File: src/rtl/iuc_pkg.sv
// Shared types and constants for the interval union coverage unit.
// Holds the controller/datapath command and status structs and the fixed port widths.
// No dependencies.
package iuc_pkg;

    localparam int FIELD_W     = 16;
    localparam int ROAD_W      = 16;
    localparam int COUNT_OUT_W = 5;

    typedef struct packed {
        logic load;        // capture a well-formed item and open a scan
        logic issue;       // read the next stored entry
        logic flush;       // write the pending interval
        logic finish;      // commit the new table and post the result
        logic report_bad;  // post the result for an inverted item
    } iuc_cmd_t;

    typedef struct packed {
        logic in_bad;      // start exceeds end on the input ports
        logic more;        // entries remain to be read
    } iuc_status_t;

endpackage

File: src/rtl/iuc_ram.sv
// Generic simple dual-port RAM with one write port and one registered read port.
// Used for both table banks of the interval union coverage unit; no dependencies.
module iuc_ram #(
    parameter int WIDTH = 32,
    parameter int DEPTH = 16
) (
    input  logic                     clk,
    input  logic                     wr_en,
    input  logic [$clog2(DEPTH)-1:0] wr_addr,
    input  logic [WIDTH-1:0]         wr_data,
    input  logic                     rd_en,
    input  logic [$clog2(DEPTH)-1:0] rd_addr,
    output logic [WIDTH-1:0]         rd_data
);

    logic [WIDTH-1:0] mem [DEPTH];

    always_ff @(posedge clk)
    begin
        if (wr_en)
        begin
            mem[wr_addr] <= wr_data;
        end
        if (rd_en)
        begin
            rd_data <= mem[rd_addr];
        end
    end

endmodule

File: src/rtl/iuc_ctrl.sv
// Controller of the interval union coverage unit: sequences load, scan, flush and finish, and reports inverted items.
// Depends on iuc_pkg for the command and status structs.
module iuc_ctrl (
    input  logic                 clk,
    input  logic                 rst_n,
    input  logic                 start,
    input  iuc_pkg::iuc_status_t status,
    output iuc_pkg::iuc_cmd_t    cmd,
    output logic                 busy
);
    import iuc_pkg::*;

    typedef enum logic [1:0] {
        ST_IDLE,
        ST_SCAN,
        ST_FLUSH,
        ST_FINISH
    } state_t;

    state_t state_reg;
    state_t state_next;

    always_comb
    begin
        state_next = state_reg;
        cmd        = '0;
        unique case (state_reg)
            ST_IDLE:
            begin
                if (start)
                begin
                    if (status.in_bad)
                    begin
                        cmd.report_bad = 1'b1;
                    end
                    else
                    begin
                        cmd.load   = 1'b1;
                        state_next = ST_SCAN;
                    end
                end
            end
            ST_SCAN:
            begin
                // The last read returns in the cycle that sees no more entries.
                if (status.more)
                begin
                    cmd.issue = 1'b1;
                end
                else
                begin
                    state_next = ST_FLUSH;
                end
            end
            ST_FLUSH:
            begin
                cmd.flush  = 1'b1;
                state_next = ST_FINISH;
            end
            ST_FINISH:
            begin
                cmd.finish = 1'b1;
                state_next = ST_IDLE;
            end
            default:
            begin
                state_next = ST_IDLE;
            end
        endcase
    end

    always_ff @(posedge clk or negedge rst_n)
    begin
        if (!rst_n)
        begin
            state_reg <= ST_IDLE;
        end
        else
        begin
            state_reg <= state_next;
        end
    end

    assign busy = (state_reg != ST_IDLE);

    a_flush_then_finish: assert property (@(posedge clk) disable iff (!rst_n)
        state_reg == ST_FLUSH |=> state_reg == ST_FINISH)
        else $error("flush not followed by finish");

    a_load_enters_scan: assert property (@(posedge clk) disable iff (!rst_n)
        cmd.load |=> state_reg == ST_SCAN)
        else $error("load did not start a scan");

endmodule

File: src/rtl/iuc_datapath.sv
// Datapath of the interval union coverage unit: two ping-pong table banks, the merge
// and compaction logic, the coverage sum and the result registers.
// Depends on iuc_pkg and iuc_ram.
module iuc_datapath #(
    parameter int MAX_INTERVALS = 16,
    parameter int COORD_BITS    = 16
) (
    input  logic                              clk,
    input  logic                              rst_n,
    input  iuc_pkg::iuc_cmd_t                 cmd,
    output iuc_pkg::iuc_status_t              status,
    input  logic [iuc_pkg::FIELD_W-1:0]       interval_start,
    input  logic [iuc_pkg::FIELD_W-1:0]       interval_end,
    input  logic                              cfg_we,
    input  logic [iuc_pkg::ROAD_W-1:0]        cfg_data,
    output logic                              result_valid,
    output logic [iuc_pkg::ROAD_W-1:0]        uncovered_count,
    output logic [iuc_pkg::COUNT_OUT_W-1:0]   stored_intervals,
    output logic                              table_full,
    output logic                              bad_order
);
    import iuc_pkg::*;

    localparam int CB   = COORD_BITS;
    localparam int AW   = $clog2(MAX_INTERVALS);
    localparam int CNTW = $clog2(MAX_INTERVALS + 1);
    localparam int SW   = (CB + 1 > ROAD_W) ? CB + 1 : ROAD_W;
    localparam logic [CNTW-1:0] MAX_CNT = CNTW'(MAX_INTERVALS);

    // Input coordinates reduced to the table width.
    logic [31:0]   in_s_wide;
    logic [31:0]   in_e_wide;
    logic [CB-1:0] in_s;
    logic [CB-1:0] in_e;

    assign in_s_wide = 32'(interval_start);
    assign in_e_wide = 32'(interval_end);
    assign in_s      = in_s_wide[CB-1:0];
    assign in_e      = in_e_wide[CB-1:0];

    // Control state.
    logic [ROAD_W-1:0] road_reg,       road_next;
    logic [CNTW-1:0]   count_reg,      count_next;
    logic [CB:0]       cov_reg,        cov_next;
    logic              bank_reg,       bank_next;
    logic [CNTW-1:0]   idx_reg,        idx_next;
    logic [CNTW-1:0]   n_reg,          n_next;
    logic [CB:0]       sum_reg,        sum_next;
    logic              hit_reg,        hit_next;
    logic              placed_reg,     placed_next;
    logic              data_valid_reg, data_valid_next;
    logic              valid_reg,      valid_next;

    // Payload.
    logic [CB-1:0]          s_reg,       s_next;
    logic [CB-1:0]          e_reg,       e_next;
    logic [CB-1:0]          lo_reg,      lo_next;
    logic [CB-1:0]          hi_reg,      hi_next;
    logic [CB-1:0]          carry_s_reg, carry_s_next;
    logic [CB-1:0]          carry_e_reg, carry_e_next;
    logic [ROAD_W-1:0]      uncov_reg,   uncov_next;
    logic [COUNT_OUT_W-1:0] stored_reg,  stored_next;
    logic                   full_reg,    full_next;
    logic                   bad_reg,     bad_next;

    // Table banks: one is read while the compacted table is written into the other.
    logic [2*CB-1:0] rd_data_a;
    logic [2*CB-1:0] rd_data_b;
    logic [2*CB-1:0] rd_data;
    logic [CB-1:0]   x_s;
    logic [CB-1:0]   x_e;
    logic            wr_req;
    logic            wr_en;
    logic [CB-1:0]   wr_s;
    logic [CB-1:0]   wr_e;
    logic [CB:0]     span;
    logic            drop;
    logic [CB:0]     cov_out;
    logic [CNTW-1:0] count_out;
    logic [SW-1:0]   road_ext;
    logic [SW-1:0]   cov_ext;
    logic [SW-1:0]   diff;
    logic [31:0]     count_wide;

    iuc_ram #(
        .WIDTH(2 * CB),
        .DEPTH(MAX_INTERVALS)
    ) u_bank_a (
        .clk    (clk),
        .wr_en  (wr_en && bank_reg),
        .wr_addr(n_reg[AW-1:0]),
        .wr_data({wr_s, wr_e}),
        .rd_en  (cmd.issue && !bank_reg),
        .rd_addr(idx_reg[AW-1:0]),
        .rd_data(rd_data_a)
    );

    iuc_ram #(
        .WIDTH(2 * CB),
        .DEPTH(MAX_INTERVALS)
    ) u_bank_b (
        .clk    (clk),
        .wr_en  (wr_en && !bank_reg),
        .wr_addr(n_reg[AW-1:0]),
        .wr_data({wr_s, wr_e}),
        .rd_en  (cmd.issue && bank_reg),
        .rd_addr(idx_reg[AW-1:0]),
        .rd_data(rd_data_b)
    );

    assign rd_data = bank_reg ? rd_data_b : rd_data_a;
    assign x_s     = rd_data[2*CB-1:CB];
    assign x_e     = rd_data[CB-1:0];

    assign status.in_bad = (in_s > in_e);
    assign status.more   = (idx_reg < count_reg);

    always_comb
    begin
        road_next       = road_reg;
        count_next      = count_reg;
        cov_next        = cov_reg;
        bank_next       = bank_reg;
        idx_next        = idx_reg;
        n_next          = n_reg;
        sum_next        = sum_reg;
        hit_next        = hit_reg;
        placed_next     = placed_reg;
        data_valid_next = cmd.issue;
        valid_next      = 1'b0;
        s_next          = s_reg;
        e_next          = e_reg;
        lo_next         = lo_reg;
        hi_next         = hi_reg;
        carry_s_next    = carry_s_reg;
        carry_e_next    = carry_e_reg;
        uncov_next      = uncov_reg;
        stored_next     = stored_reg;
        full_next       = full_reg;
        bad_next        = bad_reg;
        wr_req          = 1'b0;
        wr_s            = lo_reg;
        wr_e            = hi_reg;

        if (cfg_we)
        begin
            road_next = cfg_data;
        end

        if (cmd.load)
        begin
            s_next      = in_s;
            e_next      = in_e;
            lo_next     = in_s;
            hi_next     = in_e;
            hit_next    = 1'b0;
            placed_next = 1'b0;
            n_next      = '0;
            sum_next    = '0;
            idx_next    = '0;
        end

        if (cmd.issue)
        begin
            idx_next = idx_reg + CNTW'(1);
        end

        if (data_valid_reg)
        begin
            if (placed_reg)
            begin
                // After the merged interval is out, entries go out via the carry.
                wr_req       = 1'b1;
                wr_s         = carry_s_reg;
                wr_e         = carry_e_reg;
                carry_s_next = x_s;
                carry_e_next = x_e;
            end
            else if (x_e < s_reg)
            begin
                wr_req = 1'b1;
                wr_s   = x_s;
                wr_e   = x_e;
            end
            else if (x_s <= e_reg)
            begin
                hit_next = 1'b1;
                lo_next  = (x_s < lo_reg) ? x_s : lo_reg;
                hi_next  = (x_e > hi_reg) ? x_e : hi_reg;
            end
            else
            begin
                wr_req       = 1'b1;
                placed_next  = 1'b1;
                carry_s_next = x_s;
                carry_e_next = x_e;
            end
        end

        if (cmd.flush)
        begin
            wr_req = 1'b1;
            if (placed_reg)
            begin
                wr_s = carry_s_reg;
                wr_e = carry_e_reg;
            end
        end

        // Requests past the last slot only come from a dropped item and are masked.
        wr_en = wr_req && (n_reg < MAX_CNT);
        span  = {1'b0, wr_e} - {1'b0, wr_s} + (CB+1)'(1);
        if (wr_en)
        begin
            n_next   = n_reg + CNTW'(1);
            sum_next = sum_reg + span;
        end

        drop      = !hit_reg && (count_reg == MAX_CNT);
        cov_out   = cov_reg;
        count_out = count_reg;
        if (cmd.finish && !drop)
        begin
            cov_out    = sum_reg;
            count_out  = n_reg;
            cov_next   = sum_reg;
            count_next = n_reg;
            bank_next  = !bank_reg;
        end

        road_ext   = SW'(road_reg);
        cov_ext    = SW'(cov_out);
        diff       = road_ext - cov_ext;
        count_wide = 32'(count_out);

        if (cmd.finish || cmd.report_bad)
        begin
            valid_next  = 1'b1;
            uncov_next  = (road_ext > cov_ext) ? diff[ROAD_W-1:0] : '0;
            stored_next = count_wide[COUNT_OUT_W-1:0];
            full_next   = cmd.finish && drop;
            bad_next    = cmd.report_bad;
        end
    end

    always_ff @(posedge clk or negedge rst_n)
    begin
        if (!rst_n)
        begin
            road_reg       <= '0;
            count_reg      <= '0;
            cov_reg        <= '0;
            bank_reg       <= 1'b0;
            idx_reg        <= '0;
            n_reg          <= '0;
            sum_reg        <= '0;
            hit_reg        <= 1'b0;
            placed_reg     <= 1'b0;
            data_valid_reg <= 1'b0;
            valid_reg      <= 1'b0;
        end
        else
        begin
            road_reg       <= road_next;
            count_reg      <= count_next;
            cov_reg        <= cov_next;
            bank_reg       <= bank_next;
            idx_reg        <= idx_next;
            n_reg          <= n_next;
            sum_reg        <= sum_next;
            hit_reg        <= hit_next;
            placed_reg     <= placed_next;
            data_valid_reg <= data_valid_next;
            valid_reg      <= valid_next;
        end
    end

    always_ff @(posedge clk)
    begin
        s_reg       <= s_next;
        e_reg       <= e_next;
        lo_reg      <= lo_next;
        hi_reg      <= hi_next;
        carry_s_reg <= carry_s_next;
        carry_e_reg <= carry_e_next;
        uncov_reg   <= uncov_next;
        stored_reg  <= stored_next;
        full_reg    <= full_next;
        bad_reg     <= bad_next;
    end

    assign result_valid     = valid_reg;
    assign uncovered_count  = uncov_reg;
    assign stored_intervals = stored_reg;
    assign table_full       = full_reg;
    assign bad_order        = bad_reg;

    a_flags_exclusive: assert property (@(posedge clk) disable iff (!rst_n)
        valid_reg |-> !(full_reg && bad_reg))
        else $error("table_full and bad_order both set");

    a_count_bounded: assert property (@(posedge clk) disable iff (!rst_n)
        count_reg <= MAX_CNT)
        else $error("entry count exceeds table depth");

    a_flush_after_reads: assert property (@(posedge clk) disable iff (!rst_n)
        cmd.flush |-> !data_valid_reg)
        else $error("flush overlaps a pending table read");

endmodule

File: src/rtl/interval_union_coverage_unit.sv
// Interval union coverage unit: merges each interval into a sorted table of disjoint intervals.
// The scan reads one table entry per cycle from a single RAM read port, then a flush and a
// finish state post the result; the report of an inverted item appears in the next cycle.
// A new item is taken only while busy is low; busy is high through scan, flush and finish.
// Reset clears the table count, the covered total and road_length; table RAM is not cleared.
// Results are strobed for one cycle and cannot be stalled. Depends on iuc_pkg, iuc_ctrl, iuc_datapath.
module interval_union_coverage_unit #(
    parameter int MAX_INTERVALS = 16,
    parameter int COORD_BITS    = 16
) (
    input  logic                            clk,
    input  logic                            rst_n,
    input  logic                            start,
    output logic                            busy,
    input  logic [iuc_pkg::FIELD_W-1:0]     interval_start,
    input  logic [iuc_pkg::FIELD_W-1:0]     interval_end,
    input  logic                            cfg_valid,
    output logic                            cfg_ready,
    input  logic [iuc_pkg::ROAD_W-1:0]      cfg_data,
    output logic                            result_valid,
    output logic [iuc_pkg::ROAD_W-1:0]      uncovered_count,
    output logic [iuc_pkg::COUNT_OUT_W-1:0] stored_intervals,
    output logic                            table_full,
    output logic                            bad_order
);
    import iuc_pkg::*;

    iuc_cmd_t    cmd;
    iuc_status_t status;

    // Configuration transfers are taken whenever no item is in flight.
    assign cfg_ready = !busy;

    iuc_ctrl u_ctrl (
        .clk   (clk),
        .rst_n (rst_n),
        .start (start),
        .status(status),
        .cmd   (cmd),
        .busy  (busy)
    );

    iuc_datapath #(
        .MAX_INTERVALS(MAX_INTERVALS),
        .COORD_BITS   (COORD_BITS)
    ) u_datapath (
        .clk             (clk),
        .rst_n           (rst_n),
        .cmd             (cmd),
        .status          (status),
        .interval_start  (interval_start),
        .interval_end    (interval_end),
        .cfg_we          (cfg_valid && cfg_ready),
        .cfg_data        (cfg_data),
        .result_valid    (result_valid),
        .uncovered_count (uncovered_count),
        .stored_intervals(stored_intervals),
        .table_full      (table_full),
        .bad_order       (bad_order)
    );

endmodule

File: config.mk
export PLATFORM = sky130hd
export DESIGN_NAME = interval_union_coverage_unit
export DESIGN_NICKNAME = d
export VERILOG_FILES = /design/src/rtl/iuc_pkg.sv /design/src/rtl/iuc_ram.sv /design/src/rtl/iuc_ctrl.sv /design/src/rtl/iuc_datapath.sv /design/src/rtl/interval_union_coverage_unit.sv
export SDC_FILE = /design/constraint.sdc
export NUM_CORES = 2
export LEC_CHECK = 0
export ABC_AREA = 1
export BUFFER_PORTS_ARGS = -buffer_cell sky130_fd_sc_hd__buf_4
export CAP_MARGIN = 10
export CORE_AREA = 4 4 366 368
export CTS_BUF_LIST = sky130_fd_sc_hd__clkbuf_4 sky130_fd_sc_hd__clkbuf_8
export DETAILED_ROUTE_END_ITERATION = 10
export DIE_AREA = 0 0 370 372
export GPL_ROUTABILITY_DRIVEN = 0
export SYNTH_ARGS = -nofsm -noshare
export SYNTH_HDL_FRONTEND = slang
export SYNTH_SLANG_ARGS = --single-unit
File: constraint.sdc
create_clock -name clk -period 6.03 [get_ports clk]
set_clock_uncertainty 0.15 [all_clocks]
set_input_delay 1.5075 -clock clk [delete_from_list [all_inputs] [get_ports clk]]
set_output_delay 1.5075 -clock clk [all_outputs]
set_load 0.005 [all_outputs]
==> reports/qor.txt <==
Worst Min Path Start = u_datapath.hit_reg
Detailed Route Iter0 Violations = 4,147
Sw Ratio = 41.8%
Total Wirelength = 158 mm
startpoint types = register
crit end category = register
worst hold path class = register to register
Critical-path top delay cell = fa_1
critical path launch point = u_datapath.bank_reg
Period Utilization, post-route = 91.3%
Clock transition at path regs = 0.06 ns
CTS tree = done
sequential share of the synthesized area = 69.7%
Num CTS Buffers = 204
pwr dens = 588 nW/um^2
P_leak = 22.5 nW
critical path type = register to register
Worst path max stage delay = 0.46 ns
max-capacitance violation count = 0
site row count = 133
power share of the sequential group = 37.3%
Syn Inst Count = 4,527
slew at the pin closest to its max-slew limit = 1.15 ns
final hold violations = 0
antenna violations before repair = 4
commonest non-fill, non-tap cell in the layout = edfxtp_1
Max Clock Freq = 182 MHz
CP required = 6.69 ns
1st-pass router iterations = 8
Post-Syn Nets = 4,721
global route total overflow = 0
r2r setup slk = 0.52 ns
Ys Warns = 0
Psw = 15.2 mW
status = completed
clk sink count = 1,279
clock power share = 20.3%
Top delay family on crit path = simple AND/OR/NAND/NOR gates
post-layout min period = 5.51 ns
Peak supply drop = 0.000447 V
Arrival @ worst endpoint = 6.17 ns
CP most frequent cell = nand2_1
FF+latch count, synth = 1,279
crit path max fanout = 34
Top Ports = 78
Pint = 21.2 mW
Max Transition Viols Final = 0
Vias = 36,993
IO buf count = 77
RSZ-0062 raised after global routing = no
r2r startpoint = u_datapath.bank_reg
top cells by area, synth = edfxtp_1 (66%), nand2_1 (6.1%), o21ai_0 (3.6%)
Hold EP = u_datapath.hit_reg
reg2reg end = u_datapath.sum_reg[10]
most frequent cells in the layout = edfxtp_1 (1,207), nand2_1 (886), o21ai_0 (370), nor2_1 (331), nand3_1 (269)
area of the die = 138,000 um^2
pin count of the biggest net entering global routing = 197
Avg Cell Area, Syn = 12.1 um^2
Logic pwr share = 42.4%
Reg2Reg Depth = 26
DIE WIDTH = 370 um
worst-skew pair later-pin latency = 0.94 ns
DP Wirelength = 90.9 mm
share of layout cells above drive strength 1 = 13.4%
Die Ht = 372 um
DR vias/cell = 5.62
GRT Total Usage = 22.8%
Post-CTS Resized = 0
Core ar. = 131,000 um^2
DRT antenna net count = 0
setup TNS = 0 ns
CP Buf/Inv Count = 3
area delta synth->final = 13.3%
biggest regs = u_datapath.u_bank_a.mem x512, u_datapath.u_bank_b.mem x512
cts hold-fix bufs = 0
Yosys top cell by area = edfxtp_1
Netlist cell types = 47
DRC viols = 0
slew margin rel. = 22.8%
Root Buffer Master = clkbuf_8
CTS max path bufs = 3
hold depth = 2
WL per Instance = 24.0 um
first-pass GRT wire length = 234 mm
Post-CTS Setup Inserts = 0
post-synth top area share = 66.4%
Worst Hold Slack = 0.339 ns
vias in the first global route = 35,595
Setup violations, final = 0
Post-Syn Area = 54,600 um^2
htree depth = 4
starting density of the core = 41.8%
Final nets = 4,853
-- power by group through the flow --
stage	registers [mW]	logic, mW	clock network, mW
final	13.5	15.4	7.40
after global routing	13.6	17.1	7.93
after CTS	13.5	15.3	7.53
after detailed placement	13.7	15.2	0
after global placement	13.7	15.0	0
after floorplan	13.4	9.49	0
-- per-stage QoR --
stage                     setup slack, ns  utilization, %  total power, mW  std cells  area, um^2
final                               0.524            47.3             36.4       6587       61900
after global routing               0.0240            47.3             38.6       6585       61900
after CTS                           0.582            47.3             36.3       6584       61900
after detailed placement            0.610            44.2             28.9       6208       57800
after global placement              0.653            44.2             28.7       6208       57800
after floorplan                     0.118               -             22.9       4527       54600
-- metal layers --
| metal | routed length, um | vias to the layer above | part of all wire (%) | GRT usage (%) |
|---|---|---|---|---|
| li1 | - | 16738 | - | - |
| met1 | 67300 | 18367 | 42 | 31.5 |
| met2 | 73500 | 1608 | 46 | 36.5 |
| met3 | 13300 | 280 | 8.4 | 4.78 |
| met4 | 4300 | 0 | 2.7 | 6.89 |
| met5 | 0 | - | 0 | 0 |
-- final cells by class --
class | instances | area, um^2
sequential | 1279 | 38100
clock inverter | 95 | 631
inverter | 221 | 846
fill | 11746 | 68900
multi-input combinational | 2764 | 15000
antenna | 3 | 7.51
timing repair buffer | 189 | 1680
clock buffer | 281 | 3420
tap | 1755 | 2200
-- worst max-delay path by stage --
| stage | end | slack [ns] | cells past startpoint |
|---|---|---|---|
| after floorplan | u_datapath.sum_reg[10] | 0.12 | 29 |
| after global placement | u_datapath.sum_reg[10] | 0.65 | 25 |
| after detailed placement | u_datapath.sum_reg[10] | 0.61 | 26 |
| after CTS | u_datapath.sum_reg[10] | 0.58 | 26 |
| after global routing | u_datapath.sum_reg[10] | 0.02 | 26 |
| final | u_datapath.sum_reg[10] | 0.52 | 26 |
-- Yosys cell counts (all sizes together) --
library cell	count
mux2	15
nand2	895
nand4	75
xnor2	8
and2	2
buf	84
o211a	1
nor2	368
a21oi	243
a221oi	105
a211oi	1
a31oi	2
inv	221
xor2	16
nand3b	6
nand3	273
ha	125
or2	24
clkbuf	179
o221ai	55
nor3	10
a22oi	1
o21a	7
a2111oi	1
a21boi	1
o31ai	2
edfxtp	1207
a21o	3
fa	17
o21ai	427
dfrtp	72
o22ai	77
nor4	1
o21bai	3
-- cell families after synthesis --
kind of cell	Yosys count	share of synthesized area [%]
adders and majority gates	142	3.49
AOI/OAI and AO/OA	929	9.91
muxes	15	0.309
DFF	1279	69.7
xor gates and xnor gates	24	0.385
buffers and inverters	484	3.59
and+or+nand+nor	1654	12.7
-- worst min-delay path, stage by stage, from the launching register on --
cell and delay, ns:
dfrtp_1 0.36, nand2_1 0.06, nand2_1 0.05
No activity file was read; power rests on OpenSTA's default activity.
